<file path="config.mk">
export PLATFORM = sky130hd
export DESIGN_NAME = fdl_mac
export DESIGN_NICKNAME = d
export VERILOG_FILES = /design/src/rtl/feedback_delay_line_assert.svh /design/src/rtl/fdl_pkg.sv /design/src/rtl/fdl_mac.sv
export SDC_FILE = /design/constraint.sdc
export NUM_CORES = 1
export LEC_CHECK = 0
export BUFFER_PORTS_ARGS = -buffer_cell sky130_fd_sc_hd__buf_2
export CORE_MARGIN = 8
export CORE_UTILIZATION = 60
export CTS_BUF_LIST = sky130_fd_sc_hd__clkbuf_4
export CTS_CLUSTER_DIAMETER = 30
export DETAILED_ROUTE_END_ITERATION = 10
export PLACE_DENSITY_LB_ADDON = 0.08
export SLEW_MARGIN = 30
export SYNTH_ARGS = -nofsm -noshare
export SYNTH_HDL_FRONTEND = slang
export SYNTH_SLANG_ARGS = --single-unit
</file>
<file path="constraint.sdc">
create_clock -name clk -period 14 [get_ports clk]
set_input_delay 1.4 -clock clk [delete_from_list [all_inputs] [get_ports clk]]
set_output_delay 1.4 -clock clk [all_outputs]
set_load 0.1 [all_outputs]
</file>
<file path="src/rtl/feedback_delay_line_assert.svh">
// Assertion macros for the feedback delay line.
`ifndef FEEDBACK_DELAY_LINE_ASSERT_SVH
`define FEEDBACK_DELAY_LINE_ASSERT_SVH

// Same-cycle implication, disabled while reset is asserted.
`define FDL_ASSERT_NOW(lbl, ck, rn, ante, cons) \
  lbl: assert property (@(posedge ck) disable iff (!rn) (ante) |-> (cons)) \
    else $error("feedback_delay_line: check failed");

// Next-cycle implication, disabled while reset is asserted.
`define FDL_ASSERT_NEXT(lbl, ck, rn, ante, cons) \
  lbl: assert property (@(posedge ck) disable iff (!rn) (ante) |=> (cons)) \
    else $error("feedback_delay_line: check failed");

`endif

</file>
<file path="src/rtl/fdl_pkg.sv">
// Shared types and constants for the feedback delay line.
`default_nettype none

package fdl_pkg;

  // register field widths
  localparam int LEN_CFG_W   = 19;
  localparam int DELAY_CFG_W = 27;
  localparam int GAIN_W      = 16;
  localparam int WET_W       = 16;
  localparam int CFG_DATA_W  = 27;
  localparam int CFG_IDX_W   = 2;

  // coefficient operand of the shared multiplier
  localparam int COEF_W = 18;

  // reset values
  localparam int LEN_RESET   = 220500;
  localparam int DELAY_RESET = 22579200;
  localparam int GAIN_RESET  = 0;
  localparam int WET_RESET   = 32768;

  // mix and feedback scaling
  localparam int MIX_SHIFT  = 15;
  localparam int MIX_ONE    = 32768;
  localparam int MIX_HALF   = 16384;
  localparam int GAIN_SHIFT = 12;
  localparam int GAIN_HALF  = 2048;

  typedef enum logic [CFG_IDX_W-1:0] {
    REG_ACTIVE_LENGTH = 2'd0,
    REG_DELAY_AMOUNT  = 2'd1,
    REG_FEEDBACK_GAIN = 2'd2,
    REG_WET_MIX       = 2'd3
  } cfg_reg_t;

  typedef struct packed {
    logic start;  // load init + product
    logic en;     // accumulate product
  } mac_ctl_t;

endpackage

`default_nettype wire

</file>
<file path="src/rtl/fdl_mac.sv">
// Shared multiply-accumulate unit.
`default_nettype none

module fdl_mac
  import fdl_pkg::*;
#(
  parameter int A_W   = 16,
  parameter int ACC_W = 36
) (
  input  wire logic                    clk,
  input  wire mac_ctl_t                ctl,
  input  wire logic signed [A_W-1:0]   op_a,
  input  wire logic signed [COEF_W-1:0] op_b,
  input  wire logic signed [ACC_W-1:0] init,
  output logic signed      [ACC_W-1:0] acc
);

  logic signed [A_W+COEF_W-1:0] prod;
  logic signed [ACC_W-1:0]      acc_r;
  logic signed [ACC_W-1:0]      acc_nxt;

  assign prod    = op_a * op_b;
  assign acc_nxt = (ctl.start ? init : acc_r) + ACC_W'(prod);

  always_ff @(posedge clk) begin
    if (ctl.start || ctl.en) begin
      acc_r <= acc_nxt;
    end
  end

  assign acc = acc_r;

endmodule

`default_nettype wire
</file>
==> impl_metrics.csv, run 1 <==
group,metric,value,unit
placed_design,dpl_cell_area,14500,um2
floorplan,chipWidth,168,um
clock_tree,clock_path_buffers,2,
route,ant_nets,0,
timing,worst_pin_slew,0.928,ns
timing,tns,0,ns
floorplan,dieArea,28100,um2
layout,final_cell_mix,"368 x inv_1, 335 x fa_1, 164 x nand2_1",
setup_path,cp.arrival,7.44,ns
setup_path,cp_max_fo,18,
setup_path,worstPathRequired,14.13,ns
layout,largest_reg_flops,36,
clock_tree,cts_resized,0,
layout,drive_gt1_share,11.0,%
clock_tree,clkTransAtPathRegs,0.13,ns
placed_design,dp_hpwl,27700,um
synth,synth-edff-count,36,
synth,ys_types,52,
route,drt_first_pass_iters,5,
setup_path,cpLargestDelayFamily,"adder cells",
layout,fin_area,14600,um2
global_routing,grt_overflow,0,
global_routing,grt_max_degree,38,
setup_path,cp_num_buf_inv,6,
floorplan,initial_core_util,61.0,%
floorplan,io_pins,109,
synth,synthFlopType,"edfxtp_1",
route,post_drt_via_cell_ratio,5.35,
placed_design,place_congestion,0.876,
synth,netlist_area,13800,um2
setup_path,crit_path_frequent_cell,"fa_1",
global_routing,grt_util_all_layers,25.2,%
floorplan,num_rows,55,
synth,ys_seq_area_share,7.83,%
synth,synthArstFlopShare,0,%
placed_design,numPortBuffers,108,
hold_path,min_path_type,"reg -> reg",
route,post-route-drc-count,0,
timing,fin_skew,0.0145,ns
setup_path,cp_cell_sequence,"buf_2 -> nand2_1 -> inv_1 -> fa_1 -> inv_1 -> fa_1 -> inv_1 -> fa_1 -> fa_1 -> fa_1 -> inv_1 -> fa_1 -> inv_1 -> ha_1 -> and3_1 -> nand2_1 -> or3_1 -> o21ai_0 -> a31oi_1 -> o211a_2 -> o31ai_1 -> xor2_1",
timing,fin_crit_sh,52.3,%
route,vias,9432,
timing,setup_viol,0,
synth,avgSynthCellArea,9.79,um2
clock_tree,cts_tree,"yes",
setup_path,start_kind,"input port",
clock_tree,cts_num_sinks,36,
route,drt-initial-drc-count,585,
timing,max_freq,137,MHz
setup_path,critPathCaptureType,"flop",
layout,nets,1991,
clock_tree,post_cts_buffers,0,
layout,layout_commonest_cell,"inv_1",
route,wl,33200,um
clock_tree,worstSkewPairLatency,0.38,ns
synth,netlist_instances,1411,
synth,syn_nets,1925,
setup_path,worstSetupPathType,"in -> reg",
layout,syn2layout_area_growth,5.74,%
synth,ys_warn_count,0,
global_routing,grt_pass1_vias,10400,
clock_tree,htreeDepth,2,
run,drv_cap,0,
timing,hold_viol,0,
floorplan,die_y,168,um
synth,synth-seq-cells,36,
timing,finalCriticalPeriod,7.32,ns
setup_path,crit_slowest_cell,"fa_1",
outcome,outcome,"finished, final reports clean",
route,wl_per_cell,18.8,um
clock_tree,cts_hold_buffers,0,
timing,relSlewSlack,37.9,%
global_routing,antenna_found_initial,1,
clock_tree,numCtsBuffers,5,
timing,maxSlewViolCount,0,
timing,rsz0062_at_grt,"no",
global_routing,grt_first_pass_wirelength,55700,um
clock_tree,cts_root_buffer,"clkbuf_4",
floorplan,core_area,22600,um2
setup_path,max_stage_delay,0.67,ns
synthesized netlist by cell type, types with 2 or more instances:
| library cell | count | share of area [%] |
|---|---|---|
| a21oi_1 | 30 | 1.1 |
| nor3b_1 | 4 | 0.22 |
| fa_1 | 335 | 49 |
| nand3_1 | 6 | 0.22 |
| mux2_2 | 34 | 2.8 |
| mux2i_1 | 3 | 0.22 |
| buf_1 | 4 | 0.11 |
| o21ai_0 | 14 | 0.51 |
| a21o_1 | 10 | 0.54 |
| o211ai_1 | 5 | 0.27 |
| nand2_1 | 164 | 4.5 |
| inv_1 | 368 | 10 |
| nor3_1 | 6 | 0.22 |
| a31oi_1 | 6 | 0.27 |
| clkbuf_1 | 43 | 1.2 |
| o31ai_1 | 5 | 0.27 |
| nand2b_1 | 6 | 0.27 |
| ha_1 | 106 | 9.6 |
| and2_1 | 125 | 5.7 |
| o21a_1 | 2 | 0.11 |
| o21bai_1 | 2 | 0.11 |
| nand4_1 | 2 | 0.091 |
| and3_1 | 3 | 0.14 |
| xnor2_1 | 29 | 1.8 |
| nor2b_1 | 4 | 0.18 |
| edfxtp_1 | 36 | 7.8 |
| xor2_1 | 11 | 0.70 |
| nor2_1 | 24 | 0.65 |
per-stage QoR:
stage,hold WS [ns],worst slack (ns),cells,util [%]
finish,0.740,6.68,1764,64.5
global placement,0.691,6.37,1755,64.1
CTS,0.746,6.71,1763,64.5
floorplan,1.43,6.88,1411,-
global route,0.782,6.29,1764,64.5
detailed placement,0.704,6.32,1755,64.1
per-layer routing:
metal | wire, um | track usage (%) | up-vias
li1 | - | - | 4308
met1 | 16200 | 39.3 | 4747
met2 | 14200 | 36.5 | 348
met3 | 2500 | 4.58 | 29
met4 | 367 | 4.23 | 0
met5 | 0 | 0 | -
logic make-up after synthesis:
kind of cell / Yosys count / share of synthesized area (%)
mux: 37 / 2.99
xor+xnor: 40 / 2.54
compound gates: 88 / 4.55
flops: 36 / 7.83
fa+ha+maj: 441 / 58.2
buf+inv: 417 / 11.4
simple gates: 352 / 12.6
final cells by class:
class / count / area [um2]
antenna: 1 / 2.50
clock buffer: 5 / 37.5
clock inverter: 3 / 42.5
fill: 1926 / 8040
inverter: 368 / 1380
multi-input combinational: 958 / 11200
sequential: 36 / 1080
tap: 285 / 357
timing repair buffer: 108 / 541
worst register-to-register path, delay by kind of cell, from the launching register on:
| kind | cells | cell delay (ns) |
|---|---|---|
| AOI/OAI and AO/OA | 2 | 0.23 |
| xor gates and xnor gates | 1 | 0.15 |
| adders and majority gates | 6 | 2.79 |
| buffers and inverters | 2 | 0.11 |
| DFF | 1 | 0.40 |
| muxes | 1 | 0.30 |
| and+or+nand+nor | 5 | 1.35 |
path summary, 6_finish.rpt:
check	start	endpoint	slack [ns]	cells past startpoint
setup / recovery	op_a[1]	acc[34]	6.68	22
hold / removal	acc[0]	acc[0]	0.74	2
setup reg to reg	acc[13]	acc[29]	8.42	17
hold reg to reg	acc[0]	acc[0]	0.74	2
Power of run 1 is not shown: default switching activity piles up to over one toggle a cycle in this logic, so the estimate is an artifact.
==> run 2, diff against run 1 <==
--- a/config.mk
+++ b/config.mk
@@ -7,7 +7,7 @@
 export LEC_CHECK = 0
 export BUFFER_PORTS_ARGS = -buffer_cell sky130_fd_sc_hd__buf_2
 export CORE_MARGIN = 8
-export CORE_UTILIZATION = 60
+export CORE_UTILIZATION = 58
 export CTS_BUF_LIST = sky130_fd_sc_hd__clkbuf_4
 export CTS_CLUSTER_DIAMETER = 30
 export DETAILED_ROUTE_END_ITERATION = 10
==> constraint.sdc (replaced) <==
create_clock -name clk -period 6.5 [get_ports clk]
set_input_delay 0.65 -clock clk [delete_from_list [all_inputs] [get_ports clk]]
set_output_delay 0.65 -clock clk [all_outputs]
set_load 0.1 [all_outputs]
==> run 2 against run 1 <==
Net effect:
- hold slack got worse by 0.053 ns
- clock skew rose by 0.0023 ns
- cell count rose by 5.3%
- sequential cell count did not move
- die area rose by 3.1%
- register-to-register slack got worse by 7.4 ns
- design area rose by 3.5%
- wire length rose by 1.3%
- first-iteration DRC count rose by 23%
- non-clock buffer count rose by 60
- via count rose by 3.5%
- largest cell class unchanged
==> impl_metrics.csv, run 2 (same netlist as run 1, synthesis figures left out) <==
group,metric,value,unit
timing,tns,0,ns
placed_design,dp_hpwl,29600,um
hold_path,min_path_type,"in -> reg",
timing,fin_crit_sh,94.7,%
setup_path,max_stage_delay,0.52,ns
setup_path,worstPathRequired,6.65,ns
route,wl,33600,um
outcome,outcome,"finished, final reports clean",
setup_path,start_kind,"input port",
clock_tree,cts_tree,"yes",
floorplan,chipWidth,170,um
floorplan,initial_core_util,59.0,%
clock_tree,worstSkewPairLatency,0.38,ns
timing,worst_pin_slew,0.952,ns
setup_path,worstSetupPathType,"in -> reg",
layout,largest_reg_flops,36,
global_routing,antenna_found_initial,1,
layout,final_cell_mix,"368 x inv_1, 335 x fa_1, 164 x nand2_1",
global_routing,grt_pass1_vias,10700,
global_routing,grt_first_pass_wirelength,56700,um
global_routing,grt_overflow,0,
timing,max_freq,162,MHz
clock_tree,clock_path_buffers,2,
clock_tree,post_cts_buffers,0,
setup_path,cp_cell_sequence,"buf_2 -> nand2_1 -> fa_1 -> fa_1 -> fa_1 -> inv_1 -> fa_1 -> fa_1 -> inv_1 -> fa_1 -> inv_1 -> ha_1 -> nand3_1 -> o211ai_1 -> nand2b_2 -> a2111oi_2 -> nor4_1 -> nor2b_1 -> nor3b_1",
route,drt-met1-wl,15800,um
global_routing,grt_max_degree,37,
timing,setup_viol,0,
route,wl_met2,14700,um
timing,rsz0062_at_grt,"no",
layout,nets,2051,
route,vias,9763,
floorplan,core_area,23400,um2
route,routed.top_layer,"met4",
run,drv_cap,0,
floorplan,io_pins,109,
setup_path,critPathCaptureType,"flop",
floorplan,die_y,170,um
clock_tree,cts_resized,0,
clock_tree,numCtsBuffers,5,
route,ant_nets,0,
timing,fin_skew,0.0167,ns
route,wl_met3,2420,um
layout,layout_commonest_cell,"inv_1",
timing,maxSlewViolCount,0,
clock_tree,clkTransAtPathRegs,0.15,ns
route,wl_per_cell,18.1,um
setup_path,crit_slowest_cell,"fa_1",
timing,hold_viol,0,
layout,drive_gt1_share,14.5,%
floorplan,num_rows,56,
setup_path,cp_max_fo,12,
clock_tree,cts_hold_buffers,0,
layout,syn2layout_area_growth,9.45,%
route,drt-initial-drc-count,718,
clock_tree,htreeDepth,2,
route,post_drt_via_cell_ratio,5.25,
timing,relSlewSlack,36.5,%
floorplan,dieArea,29000,um2
clock_tree,cts_num_sinks,36,
layout,fill_cells,2049,
route,drt_first_pass_iters,5,
timing,finalCriticalPeriod,6.16,ns
route,post-route-drc-count,0,
placed_design,numPortBuffers,108,
clock_tree,cts_root_buffer,"clkbuf_4",
global_routing,grt_util_all_layers,25.0,%
setup_path,cp.arrival,6.31,ns
setup_path,crit_path_frequent_cell,"fa_1",
placed_design,place_congestion,0.896,
[run 2: stage by stage]
step	hold slack [ns]	setup WS (ns)	area, um2	utilization [%]	std cells
6_report	0.687	0.343	15100	64.6	1858
5_1_grt	0.698	0.121	15100	64.6	1858
4_1_cts	0.672	0.392	15100	64.6	1857
3_5_place_dp	0.694	-0.000683	15100	64.3	1849
3_3_place_gp	0.678	0.0818	15100	64.3	1849
2_1_floorplan	0.972	0.130	13800	-	1411
[run 2: worst max-delay path, delay by kind of cell]
kind | cells | cell delay (ns)
adders and majority gates | 7 | 3.38
AOI/OAI and AO/OA | 2 | 0.48
buffers and inverters | 4 | 0.46
and+or+nand+nor | 6 | 1.31
[run 2: per-layer routing]
metal  vias to the layer above  global-route usage, %
met1                      4934                   38.1
met5                         -                      0
met3                        45                   3.66
li1                       4421                      -
met4                         0                   5.34
met2                       363                   37.2
[run 2: worst paths after layout]
kind,start,end,slack [ns],cells past startpoint
worst max-delay path,op_a[1],acc[33],0.34,19
worst max register to register,acc[14],acc[33],1.07,16
worst min-delay path,init[0],acc[0],0.69,3
worst min register to register,acc[0],acc[0],0.74,2
[run 2: cell type report]
cell class / count / area, um2 / area share, %
Multi-Input combinational cell: 958 / 11200 / 73.8
Inverter: 368 / 1380 / 9.14
Sequential cell: 36 / 1080 / 7.15
Timing Repair Buffer: 168 / 1030 / 6.80
Tap cell: 319 / 399 / 2.64
Clock buffer: 5 / 37.5 / 0.248
Clock inverter: 3 / 23.8 / 0.157
Antenna cell: 1 / 2.50 / 0.0166
Power of run 2 is left out for the same reason.
==> run 3, diff against run 2 <==
--- a/config.mk
+++ b/config.mk
@@ -5,12 +5,12 @@
 export SDC_FILE = /design/constraint.sdc
 export NUM_CORES = 1
 export LEC_CHECK = 0
-export BUFFER_PORTS_ARGS = -buffer_cell sky130_fd_sc_hd__buf_2
-export CORE_MARGIN = 8
-export CORE_UTILIZATION = 58
+export CORE_MARGIN = 2
+export CORE_UTILIZATION = 60
 export CTS_BUF_LIST = sky130_fd_sc_hd__clkbuf_4
 export CTS_CLUSTER_DIAMETER = 30
 export DETAILED_ROUTE_END_ITERATION = 10
+export DONT_BUFFER_PORTS = 1
 export PLACE_DENSITY_LB_ADDON = 0.08
 export SLEW_MARGIN = 30
 export SYNTH_ARGS = -nofsm -noshare
==> run 3 against run 2 <==
Net effect:
- global-route usage grew 4.3 points
- cell count shrank 8.7%
- fmax grew 3.8%
- design area shrank 4.9%
- core utilization shrank 1.1 points
- count of clock-buffer cells in the layout is the same
- sequential cell count is the same
- first-iteration DRC count shrank 25%
- non-clock buffer count shrank 127
- clock skew grew 0.0056 ns
- largest cell class unchanged
==> impl_metrics.csv, run 3 (same netlist as run 1, synthesis figures left out) <==
group,metric,value,unit
outcome,outcome,"finished, final reports clean",
clock_tree,cts_tree,"yes",
hold_path,hold_depth,2,
floorplan,dieArea,24300,um2
floorplan,io_pins,109,
timing,fin_crit_sh,91.2,%
floorplan,initial_core_util,61.0,%
clock_tree,cts_root_buffer,"clkbuf_4",
hold_path,min_path_type,"in -> reg",
setup_path,r2r-end,"acc[31]",
hold_path,hold_end,"acc[1]",
floorplan,num_rows,55,
timing,rsz0062_at_grt,"no",
route,post_drt_via_cell_ratio,5.46,
setup_path,r2r_start,"acc[13]",
layout,largest_reg_flops,36,
clock_tree,numCtsBuffers,5,
run,drv_cap,0,
setup_path,worstPathRequired,6.64,ns
setup_path,ff2ff_setup_slack,1.03,ns
clock_tree,clock_path_buffers,2,
setup_path,r2r.worst_path.cells,17,
hold_path,hold_start,"op_a[1]",
timing,setup_viol,0,
global_routing,grt_first_pass_wirelength,54300,um
timing,worst_pin_slew,0.949,ns
placed_design,place_congestion,0.881,
timing,maxSlewViolCount,0,
floorplan,core_area,22600,um2
setup_path,cp-startpoint,"op_a[15]",
setup_path,critPathCaptureType,"flop",
setup_path,cp_max_fo,11,
global_routing,grt_max_degree,38,
route,drt-initial-drc-count,542,
timing,relSlewSlack,36.7,%
setup_path,worstSetupPathType,"in -> reg",
layout,drive_gt1_share,6.80,%
setup_path,start_kind,"input port",
clock_tree,worstSkewPairLatency,0.39,ns
route,drt_first_pass_iters,5,
layout,final_cell_mix,"368 x inv_1, 335 x fa_1, 164 x nand2_1",
placed_design,dp_hpwl,27500,um
clock_tree,post_cts_buffers,0,
clock_tree,cts_resized,0,
timing,finalCriticalPeriod,5.93,ns
layout,nets,1924,
layout,layout_commonest_cell,"inv_1",
setup_path,cp.arrival,6.07,ns
global_routing,grt_util_all_layers,29.3,%
timing,fin_skew,0.0223,ns
timing,tns,0,ns
route,wl_per_cell,19.3,um
route,wl,32700,um
clock_tree,cts_hold_buffers,0,
timing,max_freq,169,MHz
layout,syn2layout_area_growth,4.06,%
route,vias,9270,
global_routing,grt_pass1_vias,9966,
placed_design,numPortBuffers,0,
global_routing,antenna_found_initial,2,
clock_tree,htreeDepth,2,
global_routing,grt_overflow,0,
route,ant_nets,0,
clock_tree,clkTransAtPathRegs,0.12,ns
clock_tree,cts_num_sinks,36,
route,post-route-drc-count,0,
timing,hold_viol,0,
floorplan,chipWidth,156,um
floorplan,die_y,156,um
run 3: worst max-delay path: stages:
cell	delay, ns
inv_1	0.41
nor2_1	0.12
fa_1	0.52
fa_1	0.43
fa_1	0.53
fa_1	0.46
fa_1	0.50
inv_1	0.05
fa_1	0.49
inv_1	0.05
ha_1	0.36
a21oi_1	0.26
inv_1	0.07
a21oi_1	0.21
o211ai_1	0.15
a2111oi_2	0.38
nor4_1	0.15
nor3_1	0.20
nor3b_1	0.07
run 3: how the worst max path moves through the flow:
| stage | end | slack (ns) | depth (start not counted) |
|---|---|---|---|
| 6_report | acc[33] | 0.57 | 19 |
| 5_1_grt | acc[33] | 0.23 | 19 |
| 4_1_cts | acc[33] | 0.61 | 22 |
| 3_5_place_dp | acc[31] | 0.22 | 20 |
| 3_3_place_gp | acc[33] | 0.21 | 22 |
| 2_1_floorplan | acc[30] | 0.13 | 22 |
run 3: through the flow:
step | hold WS, ns | setup WS [ns] | util (%) | cells | cell area, um2
3_5_place_dp | 0.994 | 0.219 | 63.1 | 1688 | 14300
6_report | 0.612 | 0.570 | 63.5 | 1697 | 14400
5_1_grt | 0.615 | 0.229 | 63.5 | 1697 | 14400
3_3_place_gp | 0.987 | 0.208 | 63.1 | 1688 | 14300
4_1_cts | 0.598 | 0.609 | 63.5 | 1696 | 14400
2_1_floorplan | 0.972 | 0.130 | - | 1411 | 13800
run 3: area by class of cell:
type / instances / area, um2
multi-input cells: 958 / 11200
well taps: 285 / 357
inverters: 368 / 1380
clock inverters: 3 / 42.5
flip-flops and latches: 36 / 1080
diodes: 1 / 2.50
fillers: 1918 / 8270
repair buffers: 41 / 308
clock buffers: 5 / 37.5
run 3: layer usage:
layer / track usage, % / share of wire (%) / vias up
met3: 4.92 / 8.3 / 36
li1: - / - / 4162
met1: 46.8 / 48 / 4731
met2: 43.0 / 43 / 341
met5: 0 / 0 / -
met4: 4.67 / 1.4 / 0
Power of run 3 is left out for the same reason.
